$ cat config.mk
export PLATFORM = sky130hd
export DESIGN_NAME = gfd_scan
export DESIGN_NICKNAME = d
export VERILOG_FILES = /design/src/grid_fire_dilation_3x3_assert.svh /design/src/gfd_pkg.sv /design/src/gfd_scan.sv
export SDC_FILE = /design/constraint.sdc
export NUM_CORES = 1
export LEC_CHECK = 0
export BUFFER_PORTS_ARGS = -buffer_cell sky130_fd_sc_hd__buf_2
export CAP_MARGIN = 20
export CORE_MARGIN = 8
export CORE_UTILIZATION = 45
export DETAILED_ROUTE_END_ITERATION = 7
export SLEW_MARGIN = 5
export SYNTH_ARGS = -nofsm -noshare
export SYNTH_HDL_FRONTEND = slang
export SYNTH_SLANG_ARGS = --single-unit
$ cat constraint.sdc
create_clock -name clock -period 4.9 [get_ports clock]
set_input_delay 0.245 -clock clock [delete_from_list [all_inputs] [get_ports clock]]
set_output_delay 0.245 -clock clock [all_outputs]
set_load 0.05 [all_outputs]
$ cat src/grid_fire_dilation_3x3_assert.svh
// Assertion helpers used by grid_fire_dilation_3x3; clock and reset are the block's own.
`ifndef GRID_FIRE_DILATION_3X3_ASSERT_SVH
`define GRID_FIRE_DILATION_3X3_ASSERT_SVH

// same-cycle implication
`define GFD_ASSERT_NOW(label, ante, cons, msg) \
   label: assert property (@(posedge clock) disable iff (reset) (ante) |-> (cons)) \
      else $error(msg);

// next-cycle implication
`define GFD_ASSERT_NEXT(label, ante, cons, msg) \
   label: assert property (@(posedge clock) disable iff (reset) (ante) |=> (cons)) \
      else $error(msg);

`endif

$ cat src/gfd_pkg.sv
`timescale 1ns / 1ps
package gfd_pkg;

   localparam logic [7:0] BURN_CODE = 8'd70;

   localparam int CSR_INDEX_W = 2;
   localparam logic [CSR_INDEX_W-1:0] CSR_GRID_COLS = 2'd0;
   localparam logic [CSR_INDEX_W-1:0] CSR_GRID_ROWS = 2'd1;

   localparam int CSR_DATA_W = 16;
   localparam int COLS_REG_W = 11;
   localparam int ROWS_REG_W = 16;

   localparam logic [COLS_REG_W-1:0] GRID_COLS_RESET = 11'd64;
   localparam logic [ROWS_REG_W-1:0] GRID_ROWS_RESET = 16'd64;

   typedef struct packed {
      logic       drop;
      logic       emit;
      logic       last;
      logic [8:0] allowed;
   } gfd_scan_type;

endpackage

$ cat src/gfd_scan.sv
`timescale 1ns / 1ps
module gfd_scan
   import gfd_pkg::*;
#(
   parameter int MAX_COLS = 1024
) (
   input  logic                                        clock,
   input  logic                                        reset,
   input  logic                                        restart,
   input  logic                                        step,
   input  logic                                        pad,
   input  logic [COLS_REG_W-1:0]                       grid_cols,
   input  logic [ROWS_REG_W-1:0]                       grid_rows,
   output logic [(MAX_COLS > 1 ? $clog2(MAX_COLS) : 1)-1:0] ic,
   output gfd_scan_type                                ctrl
);

   localparam int AW = (MAX_COLS > 1) ? $clog2(MAX_COLS) : 1;
   localparam int CW = $clog2(MAX_COLS + 1);
   localparam int FW = $clog2(MAX_COLS + 2);

   logic [AW-1:0]         in_col_ff, in_col_in;
   logic [AW-1:0]         col_ff, col_in;
   logic [ROWS_REG_W-1:0] row_ff, row_in;
   logic [FW-1:0]         fill_ff, fill_in;

   logic [CW-1:0]         cols;
   logic [ROWS_REG_W-1:0] rows;
   logic                  filling;
   logic                  right_ok;
   logic                  bottom_ok;
   logic [2:0]            rowmask;

   always_comb begin
      if (grid_cols == '0) begin
         cols = CW'(1);
      end else if (32'(grid_cols) > MAX_COLS) begin
         cols = CW'(MAX_COLS);
      end else begin
         cols = CW'(grid_cols);
      end
      rows = (grid_rows == '0) ? ROWS_REG_W'(1) : grid_rows;

      ic = (CW'(in_col_ff) < cols) ? in_col_ff : '0;

      filling   = fill_ff <= FW'(cols);
      right_ok  = CW'(col_ff) < (cols - CW'(1));
      bottom_ok = row_ff < (rows - ROWS_REG_W'(1));
      rowmask   = {row_ff != '0, 1'b1, bottom_ok};

      ctrl.drop    = pad && (fill_ff == '0) && (row_ff == '0) && (col_ff == '0);
      ctrl.emit    = !filling;
      ctrl.last    = !filling && !bottom_ok && !right_ok;
      ctrl.allowed = {(col_ff != '0) ? rowmask : 3'b000, rowmask,
                      right_ok ? rowmask : 3'b000};

      in_col_in = in_col_ff;
      col_in    = col_ff;
      row_in    = row_ff;
      fill_in   = fill_ff;
      if (restart) begin
         in_col_in = '0;
         col_in    = '0;
         row_in    = '0;
         fill_in   = '0;
      end else if (step && !ctrl.drop) begin
         if (ctrl.last) begin
            in_col_in = '0;
            col_in    = '0;
            row_in    = '0;
            fill_in   = '0;
         end else begin
            in_col_in = ((CW'(ic) + CW'(1)) >= cols) ? '0 : ic + AW'(1);
            if (filling) begin
               fill_in = fill_ff + FW'(1);
            end else if (!right_ok) begin
               col_in = '0;
               row_in = row_ff + ROWS_REG_W'(1);
            end else begin
               col_in = col_ff + AW'(1);
            end
         end
      end
   end

   always_ff @(posedge clock) begin
      if (reset) begin
         in_col_ff <= '0;
         col_ff    <= '0;
         row_ff    <= '0;
         fill_ff   <= '0;
      end else begin
         in_col_ff <= in_col_in;
         col_ff    <= col_in;
         row_ff    <= row_in;
         fill_ff   <= fill_in;
      end
   end

endmodule

# Word level (Yosys, flattened, before mapping)
# Index checks and enable logic that the tools add are counted.
# Widths: inputs -> output; s select.
[classes]
n_mux = 16
reduce_logical = 22
addsub = 7
n_eq_ne = 2
magnitude_cmp = 6
[op_table]
columns = ["cell", "n"]
rows = [
  ["$mux 16", 4],
  ["$mux 10", 6],
  ["$mux 11", 4],
  ["$logic_not 16->1", 2],
  ["$logic_not 11->1", 2],
  ["$lt 10x11->1", 2],
  ["$add 10x1->10 const B", 2],
  ["$add 16x1->16 const B", 1],
  ["$lt 16x16->1", 1],
  ["$reduce_bool 16->1", 1],
  ["$sub 16x1->16 const B", 1],
  ["$add 10x1->11 const B", 1],
  ["$add 11x1->11 const B", 1],
  ["$ge 11x11->1", 1],
  ["$gt 11x11->1 const B", 1],
  ["$le 11x11->1", 1],
  ["$sub 11x1->11 const B", 1],
  ["$logic_not 10->1", 1],
  ["$reduce_bool 10->1", 1],
  ["$logic_and 1x1->1", 6],
  ["$mux 3", 2],
  ["$logic_not 1->1", 4],
  ["$ne 2x2->1 const B", 2],
  ["$reduce_and 2->1", 2],
  ["3 further kinds", 3],
]
[totals]
output_inout_bits = 22
wordCells = 57
reg_bits = 47

# Depth between registers and ports, before layout
# Gate-level depths: netlist of the first run.
[depth]
ltp_word = 9
ltp_mapped = 23
ltp_nobuf = 19

# Worst setup path after synthesis of the first run
# No wires, ideal clock.
[synth_path]
path_type = "input -> register"
from = "input grid_cols[10]"
to = "register in_col_ff[3]"
path_stages = 21
arrival_time_ns = 4.754
n_path_buf = 4
setup_time_ns = 0.117
setup_slack_ns = 0.029
t_required_ns = 4.783
path_cell_list = "clkbuf_1 -> inv_1 -> clkbuf_1 -> nand2_1 -> ha_1 -> or3_1 -> o31a_1 -> a31oi_2 -> clkbuf_1 -> and2_1 -> ha_1 -> nand4_1 -> nor2_1 -> xnor2_1 -> and2_1 -> ha_1 -> nand3_1 -> o31a_1 -> and3_1 -> buf_2 -> a22o_1"
[synth_between]
elab_chain_cells = 9
[synth_lines]
columns = ["element", "line_no", "rtl"]
rows = [
  ["from (decl)", "gfd_scan.sv:12", "input logic [COLS_REG_W-1:0] grid_cols,"],
  ["$gt 11x11->1", "gfd_scan.sv:37", "end else if (32'(grid_cols) > MAX_COLS) begin"],
  ["$mux 11", "gfd_scan.sv:37", ""],
  ["$mux 11 *", "gfd_scan.sv:35", "if (grid_cols == '0) begin"],
  ["$lt 10x11->1 *", "gfd_scan.sv:44", "ic = (CW'(in_col_ff) < cols) ? in_col_ff : '0;"],
  ["$mux 10 *", "gfd_scan.sv:44", ""],
  ["named net ic, one bit", "gfd_scan.sv:14", "output logic [(MAX_COLS > 1 ? $clog2(MAX_COLS) : 1)-1:0] ic,"],
  ["$add 10x1->11", "gfd_scan.sv:73", "in_col_in = ((CW'(ic) + CW'(1)) >= cols) ? '0 : ic + AW'(1);"],
  ["$ge 11x11->1", "gfd_scan.sv:73", ""],
  ["$mux 10 *", "gfd_scan.sv:73", ""],
  ["$mux 10 *", "gfd_scan.sv:67", "if (ctrl.last) begin"],
  ["to (signal assigned)", "gfd_scan.sv:93", "in_col_ff <= in_col_in;"],
  ["to (decl)", "gfd_scan.sv:22", "logic [AW-1:0] in_col_ff, in_col_in;"],
]
# Mark *: on every way through the listed nets, which the timed path passes. The rest lies on a longest branch.
# A chain may end at the register's enable or synchronous reset.

==> metrics.txt, run 1 <==
die width 116 um; post-CTS sizing 0; setup TNS 0 ps; DP HPWL 9550 um; TritonCTS clock tree built; Max Cap Violations 0; Synth Instances 544; power per cell area 168 mW/mm^2; antenna violations before repair 0; total gr overflow 0; Seq. cell area 941 sq um; Ant. Diodes 0; worst-margin pin slew 959 ps; synth warn 0; die height 116 um; Finished Cell Area 0.00496 sq mm; htree depth 2; biggest area consumer among synthesized cells dfxtp_1; Placer Congestion 0.870; area grow syn2layout 10.4%; worst ir drop on vdd 121 uV; Critical Path End Type output port; setup violators final 0; vias in the first global route 4,133; Final Skew 9.15 ps; Avg Synthesized Cell Area 8.26 sq um; Yosys reg bits 47; clk slew on worst S/H paths 90 ps; most instantiated cells after synthesis ha_1 (64), nor2_1 (54), dfxtp_1 (47); Post-layout nets 686; top cells by area, synth dfxtp_1 (21%), ha_1 (18%), nor2_1 (4.5%), xor2_1 (4.5%), xnor2_1 (4.1%); multi-input logic area 0.00336 sq mm; final max-slew violation count 0; clk root buf clkbuf_8; max_slew headroom 35.7%; ys flop type dfxtp_1; I/O Pins 54; Clock Latency Late Sink 320 ps; TritonCTS sink count 47; number of synthesized flops with an enable pin 0; die area 0.0134 sq mm; drt first pass iters 5; Post-Place Cells 716; CP startpoint kind input port; total CTS buffers 5; Starting Density 46.2%; gr usage total 18.4%; Tcrit/Tclk final 86.9%; sequential area share after synthesis 20.9%; CTS Buffer Depth 2; Final Core Density 51.0%; Worst Hold Class in -> reg; critical path peak fanout 13; post-CTS setup buffer count 0; row cnt 36; Non-Filler Instances 724; DR WL/cell 16.4 um; DRC Markers 0; Final WS setup 642 ps; critical path data arrival time 4010 ps; Req. time, crit path 4660 ps; Routed WL 11,900 um; status complete, no violations; Max Fclk 235 MHz; cts hold-fix bufs 0; Crit Path Category in -> out; Post-DP Area 0.00485 sq mm; syn_nets 640; ANT nets after route 0; crit path time final 4260 ps; Cell variety after synth 67; fill count 1,016; first-pass GRT wire length 20,100 um; Mapped Area 0.00449 sq mm; largest net degree at the start of global routing 26; Leakage 0.00203 uW; Via density 5.66; via count 4,097; async set-reset flop share out of synthesis 0%; RSZ-0062 raised after global routing false; share of the synthesized area in the top cell type 20.9%; Final Hold Fails 0; number of buffers added on ports 52; core area 0.00973 sq mm; Iter 0 DRT Violations 203; Setup WS pre-CTS 391 ps; layout cells sized above 1 14.7%; most frequent cell after synthesis ha_1
-- cell families (layout without fill, tap and decap cells) --
family,Yosys count,after routing,synth area share [%]
buffers and inverters,40,87,4.21
AND/OR/NAND/NOR,239,239,29.8
AO/OA/AOI/OAI,107,107,18.1
flip-flops,47,47,20.9
adder cells (fa/ha/maj),64,64,17.8
multiplexers,2,2,0.446
XOR/XNOR,44,44,8.58
other,1,1,0.0835
-- final timing paths --
kind,from,end,slack (ps),depth (start not counted)
setup / recovery,grid_cols[8],ctrl[2],640,18
hold / removal,reset,row_ff[1]$_SDFFE_PP0P_,260,3
setup reg to reg,in_col_ff[7]$_SDFFE_PP0P_,in_col_ff[4]$_SDFFE_PP0P_,960,16
hold reg to reg,in_col_ff[0]$_SDFFE_PP0P_,in_col_ff[0]$_SDFFE_PP0P_,530,2
-- metal layers --
| metal | up-vias | wire (um) | global-route usage [%] |
|---|---|---|---|
| met1 | 1919 | 5470 | 22.9 |
| met5 | - | 0 | 0 |
| li1 | 2101 | - | - |
| met4 | 0 | 158 | 4.15 |
| met2 | 65 | 5810 | 32.2 |
| met3 | 12 | 448 | 3.18 |
-- report_power, final --
group          internal (uW)  switching [uW]  total (uW)  leakage [uW]
logic                   52.1            92.3         144       0.00160
registers                383            1.36         384      0.000379
clock network            154             151         305     0.0000548
-- flip-flops by register name, summed over array words and instances (netlist names) --
signal / cells
fill_ff: 11
in_col_ff: 10
col_ff: 10
row_ff: 16
-- per-stage QoR --
stage	total power (uW)	hold WS, ps
floorplan	486	454
global placement	532	507
detailed placement	536	512
CTS	844	257
global route	874	268
finish	834	260
-- critical path, stage by stage --
cell,delay [ps]
buf_2,120
nor3_1,360
a31oi_1,210
nor2_1,290
inv_1,80
ha_1,290
nand3_1,190
nor3_1,80
mux2i_1,130
a21oi_1,190
ha_1,280
a21o_1,160
a211oi_1,370
a31oi_4,280
and2_1,300
inv_1,70
and2_1,110
buf_2,250
-- final cells by class --
class | instances | share of cell area [%]
multi-input cells | 457 | 67.8
flip-flops and latches | 47 | 19.0
repair buffers | 56 | 5.85
well taps | 133 | 3.35
inverters | 23 | 1.74
clock buffers | 5 | 1.39
clock inverters | 3 | 0.933
-- cells in the final DEF, fill, tap and decap left out, drive strengths merged, types with 3 or more instances in the layout --
cell    instances
ha             64
buf            56
nor2           54
dfxtp          47
nand2          41
nand4          29
a21oi          28
xor2           23
and2           23
inv            23
xnor2          21
o21ai          17
nor3           15
nand3          15
and3           14
nor4           13
or3             8
a22o            7
o21a            7
a211oi          7
a21o            6
nor2b           6
nand2b          5
clkbuf          5
a31oi           5
or4             4
o31ai           4
o211ai          3
nand4b          3
o31a            3
and4            3
a211o           3
nor4b           3
Note: power is estimated with default switching activity, not from simulation.
==> run 2, diff against run 1 <==
ABC_AREA = 1   (was unset)
TNS_END_PERCENT = 10   (was unset)
==> metrics.txt, run 2 <==
DRC Markers 0 (unchanged); biggest area consumer among synthesized cells dfxtp_1; antenna violations before repair 0 (unchanged); Max Fclk 228 MHz (-3.0%); Via density 5.24 (-7.4%); total CTS buffers 5 (unchanged); number of buffers added on ports 52 (unchanged); max reg flops 16 (unchanged); die height 119 um (+2.7%); Routed WL 13,000 um (+9.4%); synth warn 0 (unchanged); top cells by area, synth dfxtp_1 (20%), ha_1 (17%), nand2_1 (12%), inv_1 (7.5%), nor2_1 (6.5%); drt first pass iters 4 (-1); Mapped Area 0.00478 sq mm (+6.4%); most frequent cell after synthesis nand2_1; async set-reset flop share out of synthesis 0% (unchanged); Req. time, crit path 5120 ps (+460 ps); Crit Path Category in -> reg; number of synthesized flops with an enable pin 0 (unchanged); crit path to in_col_ff[3]$_SDFFE_PP0P_; vias in the first global route 4,582 (+11%); switching share of power 29.4% (+0.046 points); first-pass GRT wire length 21,400 um (+6.8%); CP startpoint kind input port; Synth Instances 716 (+32%); worst-margin pin slew 624 ps (-335 ps); ys flop type dfxtp_1; layout cells sized above 1 15.5% (+0.80 points); Yosys reg bits 47 (unchanged); Final Core Density 51.3% (+0.35 points); row cnt 37 (+2.8%); Tcrit/Tclk final 89.6% (+2.7 points); power per cell area 158 mW/mm^2 (-5.8%); ANT nets after route 0 (unchanged); Reg power frac 45.8% (-0.2 points); most instantiated cells after synthesis nand2_1 (154), inv_1 (96), nor2_1 (83); R2R setup slack 890 ps (-70 ps); cts hold-fix bufs 0 (unchanged); Critical Path End Type flop; DR WL/cell 14.3 um (-13%); most common cell after layout, fill and taps aside nand2_1; Leakage 0.00234 uW (+15%); Post-DP Area 0.00517 sq mm (+6.7%); Post-layout nets 869 (+27%); CTS Buffer Depth 2 (unchanged); setup violators final 0 (unchanged); critical path peak fanout 9 (-4); die width 119 um (+2.7%); core area 0.0103 sq mm (+6.1%); crit path time final 4390 ps (+132 ps); largest net degree at the start of global routing 19 (-27%); Ant. Diodes 0 (unchanged); TritonCTS sink count 47 (unchanged); Clock Latency Late Sink 300 ps (-20 ps); commonest cells after routing, fill and taps aside nand2_1 (154), inv_1 (96), nor2_1 (83); share of the synthesized area in the top cell type 19.7% (-1.3 points); sequential area share after synthesis 19.7% (-1.3 points); clk root buf clkbuf_8; syn_nets 812 (+27%); DP HPWL 10,700 um (+12%); Reg2Reg Depth 22 (+6); switching power 247 uW (+0.77%); Max Cap Violations 0 (unchanged); Avg Synthesized Cell Area 6.68 sq um (-19%); gr usage total 18.0% (-0.41 points); Internal 592 uW (+0.55%); Reg2Reg Capture Point in_col_ff[3]$_SDFFE_PP0P_; TritonCTS clock tree built; Cell variety after synth 45 (-33%); Final Hold Fails 0 (unchanged); clk slew on worst S/H paths 100 ps (about the same); final max-slew violation count 0 (unchanged); total power 839 uW (+0.61%); htree depth 2 (unchanged); max_slew headroom 58.4% (+23 points); Worst Hold Class in -> reg; area grow syn2layout 10.9%; Finished Cell Area 0.00530 sq mm (+6.8%); worst r2r src in_col_ff[6]$_SDFFE_PP0P_; Final Skew 9.98 ps (+0.827 ps); clock power share 34.4% (-2.2 points); combinational cell fraction of total power 19.8% (+2.5 points); status complete, no violations; critical path data arrival time 4600 ps (+590 ps); I/O Pins 54 (unchanged); via count 4,761 (+16%); Placer Congestion 0.901 (+3.6%); worst ir drop on vdd 117 uV (-3.1%); CP Launch Point grid_cols[7]; Most flops, register row_ff; total gr overflow 0 (unchanged); Regs by FF count row_ff: 16 flops, fill_ff: 11 flops; worst hold slack 408 ps (+148 ps); Starting Density 46.3% (+0.13 points); die area 0.0142 sq mm (+5.5%); Iter 0 DRT Violations 343 (+69%)
## run 2: stage by stage
stage,instances,setup TNS [ps],setup WS [ps]
floorplan,716,0,169
global placement,900,0,369
detailed placement,900,0,170
CTS,907,0,523
global route,909,-1.86,-1.86
finish,909,0,510
## run 2: repair_timing
action                                  4_1_cts  5_1_grt
endpoints found under the setup margin        0       10
gates resized for setup                       0        3
setup buffers                                 0        1
## run 2: worst min path at each step
stage / endpoint / startpoint / slack, ps / cells past startpoint
after detailed placement: fill_ff[0]$_SDFFE_PP0P_ / fill_ff[0]$_SDFFE_PP0P_ / 480 / 2
after global routing: row_ff[0]$_SDFFE_PP0P_ / reset / 440 / 5
after CTS: row_ff[0]$_SDFFE_PP0P_ / reset / 400 / 5
after global placement: row_ff[15]$_SDFFE_PP0P_ / row_ff[15]$_SDFFE_PP0P_ / 480 / 2
final: row_ff[0]$_SDFFE_PP0P_ / reset / 410 / 5
after floorplan: fill_ff[0]$_SDFFE_PP0P_ / fill_ff[0]$_SDFFE_PP0P_ / 460 / 2
## run 2: worst max-delay path, stage by stage
cell      delay, ps
buf_2           120
nor2_1          140
nand3_2         130
o21bai_4        260
nand2_1         220
ha_1            350
a21oi_1         120
o21ai_0          80
a21oi_1         120
o21ai_0          90
nand2_1         170
nand2_4         120
nor2_1          160
ha_1            220
nand2_2          80
nor2_4          120
nand2_1         110
nand2_1          70
nand2_1          90
ha_1            330
a21oi_1         170
o21ai_0         100
a221oi_1        270
o311ai_2        230
nor2_2          280
nand2_1          80
a21oi_1         130
## run 2: logic make-up (layout without fill, tap and decap cells)
family | Yosys count | count (layout) | share of synthesized area (%)
adders and majority gates | 64 | 64 | 16.8
DFF | 47 | 47 | 19.7
xor gates and xnor gates | 32 | 32 | 5.86
buffers and inverters | 114 | 170 | 10.1
AOI/OAI and AO/OA | 98 | 98 | 12.9
and+or+nand+nor | 360 | 361 | 34.6
other | 1 | 1 | 0.0785
## run 2: cell type report
class                      count  area [sq um]
fill                        1050          5020
multi-input combinational    556          3370
sequential                    47           941
inverter                     103           392
timing repair buffer          60           320
tap                          136           170
clock buffer                   6          72.6
clock inverter                 1          30.0
## run 2: power by group through the flow
| stage | clock (uW) | combinational (uW) | sequential [uW] |
|---|---|---|---|
| 3_3_place_gp | 0 | 158 | 393 |
| 5_1_grt | 310 | 187 | 384 |
| 6_report | 289 | 166 | 384 |
| 4_1_cts | 295 | 164 | 384 |
| 3_5_place_dp | 0 | 163 | 393 |
| 2_1_floorplan | 0 | 112 | 393 |
## run 2: layer usage
metal	vias to the layer above	track usage [%]	wire length, um
met5	-	0	0
met4	0	4.35	175
met3	12	2.31	441
met2	97	30.9	6120
met1	2171	23.3	6270
li1	2481	-	-
==> run 3, diff against run 2 <==
CORE_UTILIZATION = 60   (was 45)
PLACE_DENSITY = 0.82   (was unset)
SETUP_SLACK_MARGIN = 0.1   (was unset)
SLEW_MARGIN = 20   (was 5)
==> metrics.txt, run 3 (same netlist as run 2, synthesis figures left out) <==
Tcrit/Tclk final 90.7% (+1.1 points); row cnt 32 (-14%); Max Cap Violations 0 (unchanged); status complete, no violations; Placer Congestion 0.920 (+2.1%); Ant. Diodes 0 (unchanged); die area 0.0111 sq mm (-22%); Setup WS pre-CTS 84.4 ps (-86.0 ps); drt first pass iters 5 (+1); area grow syn2layout 10.3%; RSZ-0062 raised after global routing false; Max Fclk 225 MHz (-1.2%); Critical Path End Type flop; clk root buf clkbuf_8; Final Skew 9.25 ps (-0.725 ps); Req. time, crit path 5130 ps (about the same); max reg flops 16 (unchanged); setup TNS 0 ps (unchanged); final max-slew violation count 0 (unchanged); crit path to in_col_ff[6]$_SDFFE_PP0P_; Post-DP Area 0.00511 sq mm (-1.1%); worst-margin pin slew 697 ps (+72.5 ps); power per cell area 170 mW/mm^2 (+7.1%); antenna violations before repair 0 (unchanged); worst hold slack 406 ps (-1.64 ps); Reg2Reg Depth 21 (-4.5%); Finished Cell Area 0.00527 sq mm (-0.57%); Via density 5.59 (+6.8%); DR WL/cell 14.3 um (-0.29%); commonest cells after routing, fill and taps aside nand2_1 (154), inv_1 (96), nor2_1 (82); Worst Hold Class in -> reg; layout cells sized above 1 15.4% (-0.13 points); R2R setup slack 850 ps (-40 ps); htree depth 2 (unchanged); clk slew on worst S/H paths 100 ps (about the same); Post-layout nets 868 (-0.12%); die width 105 um (-12%); Clock Latency Late Sink 310 ps (about the same); worst ir drop on vdd 126 uV (+7.8%); number of buffers added on ports 52 (unchanged); DRC Markers 0 (unchanged); max_slew headroom 52.8% (-5.6 points); Routed WL 12,500 um (-4.0%); core area 0.00773 sq mm (-25%); setup violators final 0 (unchanged); total gr overflow 0 (unchanged); Reg2Reg Capture Point in_col_ff[6]$_SDFFE_PP0P_; ANT nets after route 0 (unchanged); Starting Density 61.9% (+16 points); DP HPWL 10,200 um (-4.6%); Final WS setup 456 ps (-54.2 ps); total power 893 uW (+6.5%); worst r2r src in_col_ff[6]$_SDFFE_PP0P_; critical path data arrival time 4670 ps (+70 ps); gr usage total 22.8% (+4.8 points); total CTS buffers 5 (unchanged); vias in the first global route 4,790 (+4.5%); TritonCTS clock tree built; critical path peak fanout 9 (unchanged); fill count 700 (-33%); die height 105 um (-12%); Crit Path Category in -> reg; largest net degree at the start of global routing 19 (unchanged); CP startpoint kind input port; CP Launch Point grid_cols[7]; crit path time final 4440 ps (+54.2 ps); CTS Buffer Depth 2 (unchanged); I/O Pins 54 (unchanged); via count 4,895 (+2.8%); Final Hold Fails 0 (unchanged); Most flops, register row_ff; Leakage 0.00234 uW (+0.34%); Iter 0 DRT Violations 251 (-27%); first-pass GRT wire length 21,600 um (+0.64%); TritonCTS sink count 47 (unchanged); Regs by FF count row_ff: 16 flops, fill_ff: 11 flops; Worst Min Path Start reset; most common cell after layout, fill and taps aside nand2_1
run 3: cell count changes in the layout (fill, tap and decap cells not counted), sizes merged:
cell    previous run  this run
buf               60        59
bufinv             1         2
run 3: report_power, final:
| group | total [uW] | switching [uW] | internal [uW] |
|---|---|---|---|
| clock network | 346 | 142 | 204 |
| registers | 384 | 1.13 | 383 |
| logic | 164 | 105 | 58.5 |
run 3: critical path, cell delays in order:
cell and delay, ps:
buf_2 120, nor2_1 130, nand3_2 130, o21bai_4 240
buf_4 170, inv_1 40, nor2_1 140, inv_1 160
ha_1 330, a21oi_1 150, nand2_1 100, nand2_2 120
nand2_4 100, nor2_2 180, ha_1 230, nand2_2 90
nor2_4 130, nand2_1 80, nor3_1 200, ha_1 310
a21oi_1 170, o21ai_0 100, a221oi_1 210, o311ai_1 250
nor2_2 300, nand2_1 100, a21oi_1 130
run 3: layout make-up:
type,count,area [sq um],area share (%)
clock inverter,2,60.1,1.14
timing repair buffer,59,313,5.94
multi-input combinational,556,3360,63.8
inverter,103,392,7.43
sequential,47,941,17.9
tap,102,128,2.42
clock buffer,6,72.6,1.38
run 3: repair_timing:
| action | in CTS | in global routing |
|---|---|---|
| hold buffers | 0 | 0 |
| gates resized for setup | 0 | 2 |
| setup buffers | 0 | 2 |
| endpoints found under the setup margin | 0 | 10 |
| endpoints found under the hold margin | 0 | 0 |
run 3: stage by stage:
| stage | instances | utilization [%] |
|---|---|---|
| 3_5_place_dp | 864 | 66.2 |
| 5_1_grt | 875 | 68.2 |
| 4_1_cts | 872 | 67.9 |
| 6_report | 875 | 68.2 |
| 3_3_place_gp | 864 | 66.2 |
| 2_1_floorplan | 716 | - |
run 3: layer usage:
layer	global-route usage, %	routed length [um]
met1	28.1	5460
met2	39.5	5970
met3	3.71	813
met4	7.54	233
met5	0	0
run 3: worst min path at each step:
stage / end / slack (ps) / depth (start not counted)
global route: col_ff[6]$_SDFFE_PP0P_ / 420 / 5
detailed placement: fill_ff[0]$_SDFFE_PP0P_ / 490 / 2
finish: fill_ff[0]$_SDFFE_PP0P_ / 410 / 5
floorplan: fill_ff[0]$_SDFFE_PP0P_ / 460 / 2
CTS: fill_ff[0]$_SDFFE_PP0P_ / 410 / 5
global placement: fill_ff[0]$_SDFFE_PP0P_ / 470 / 2
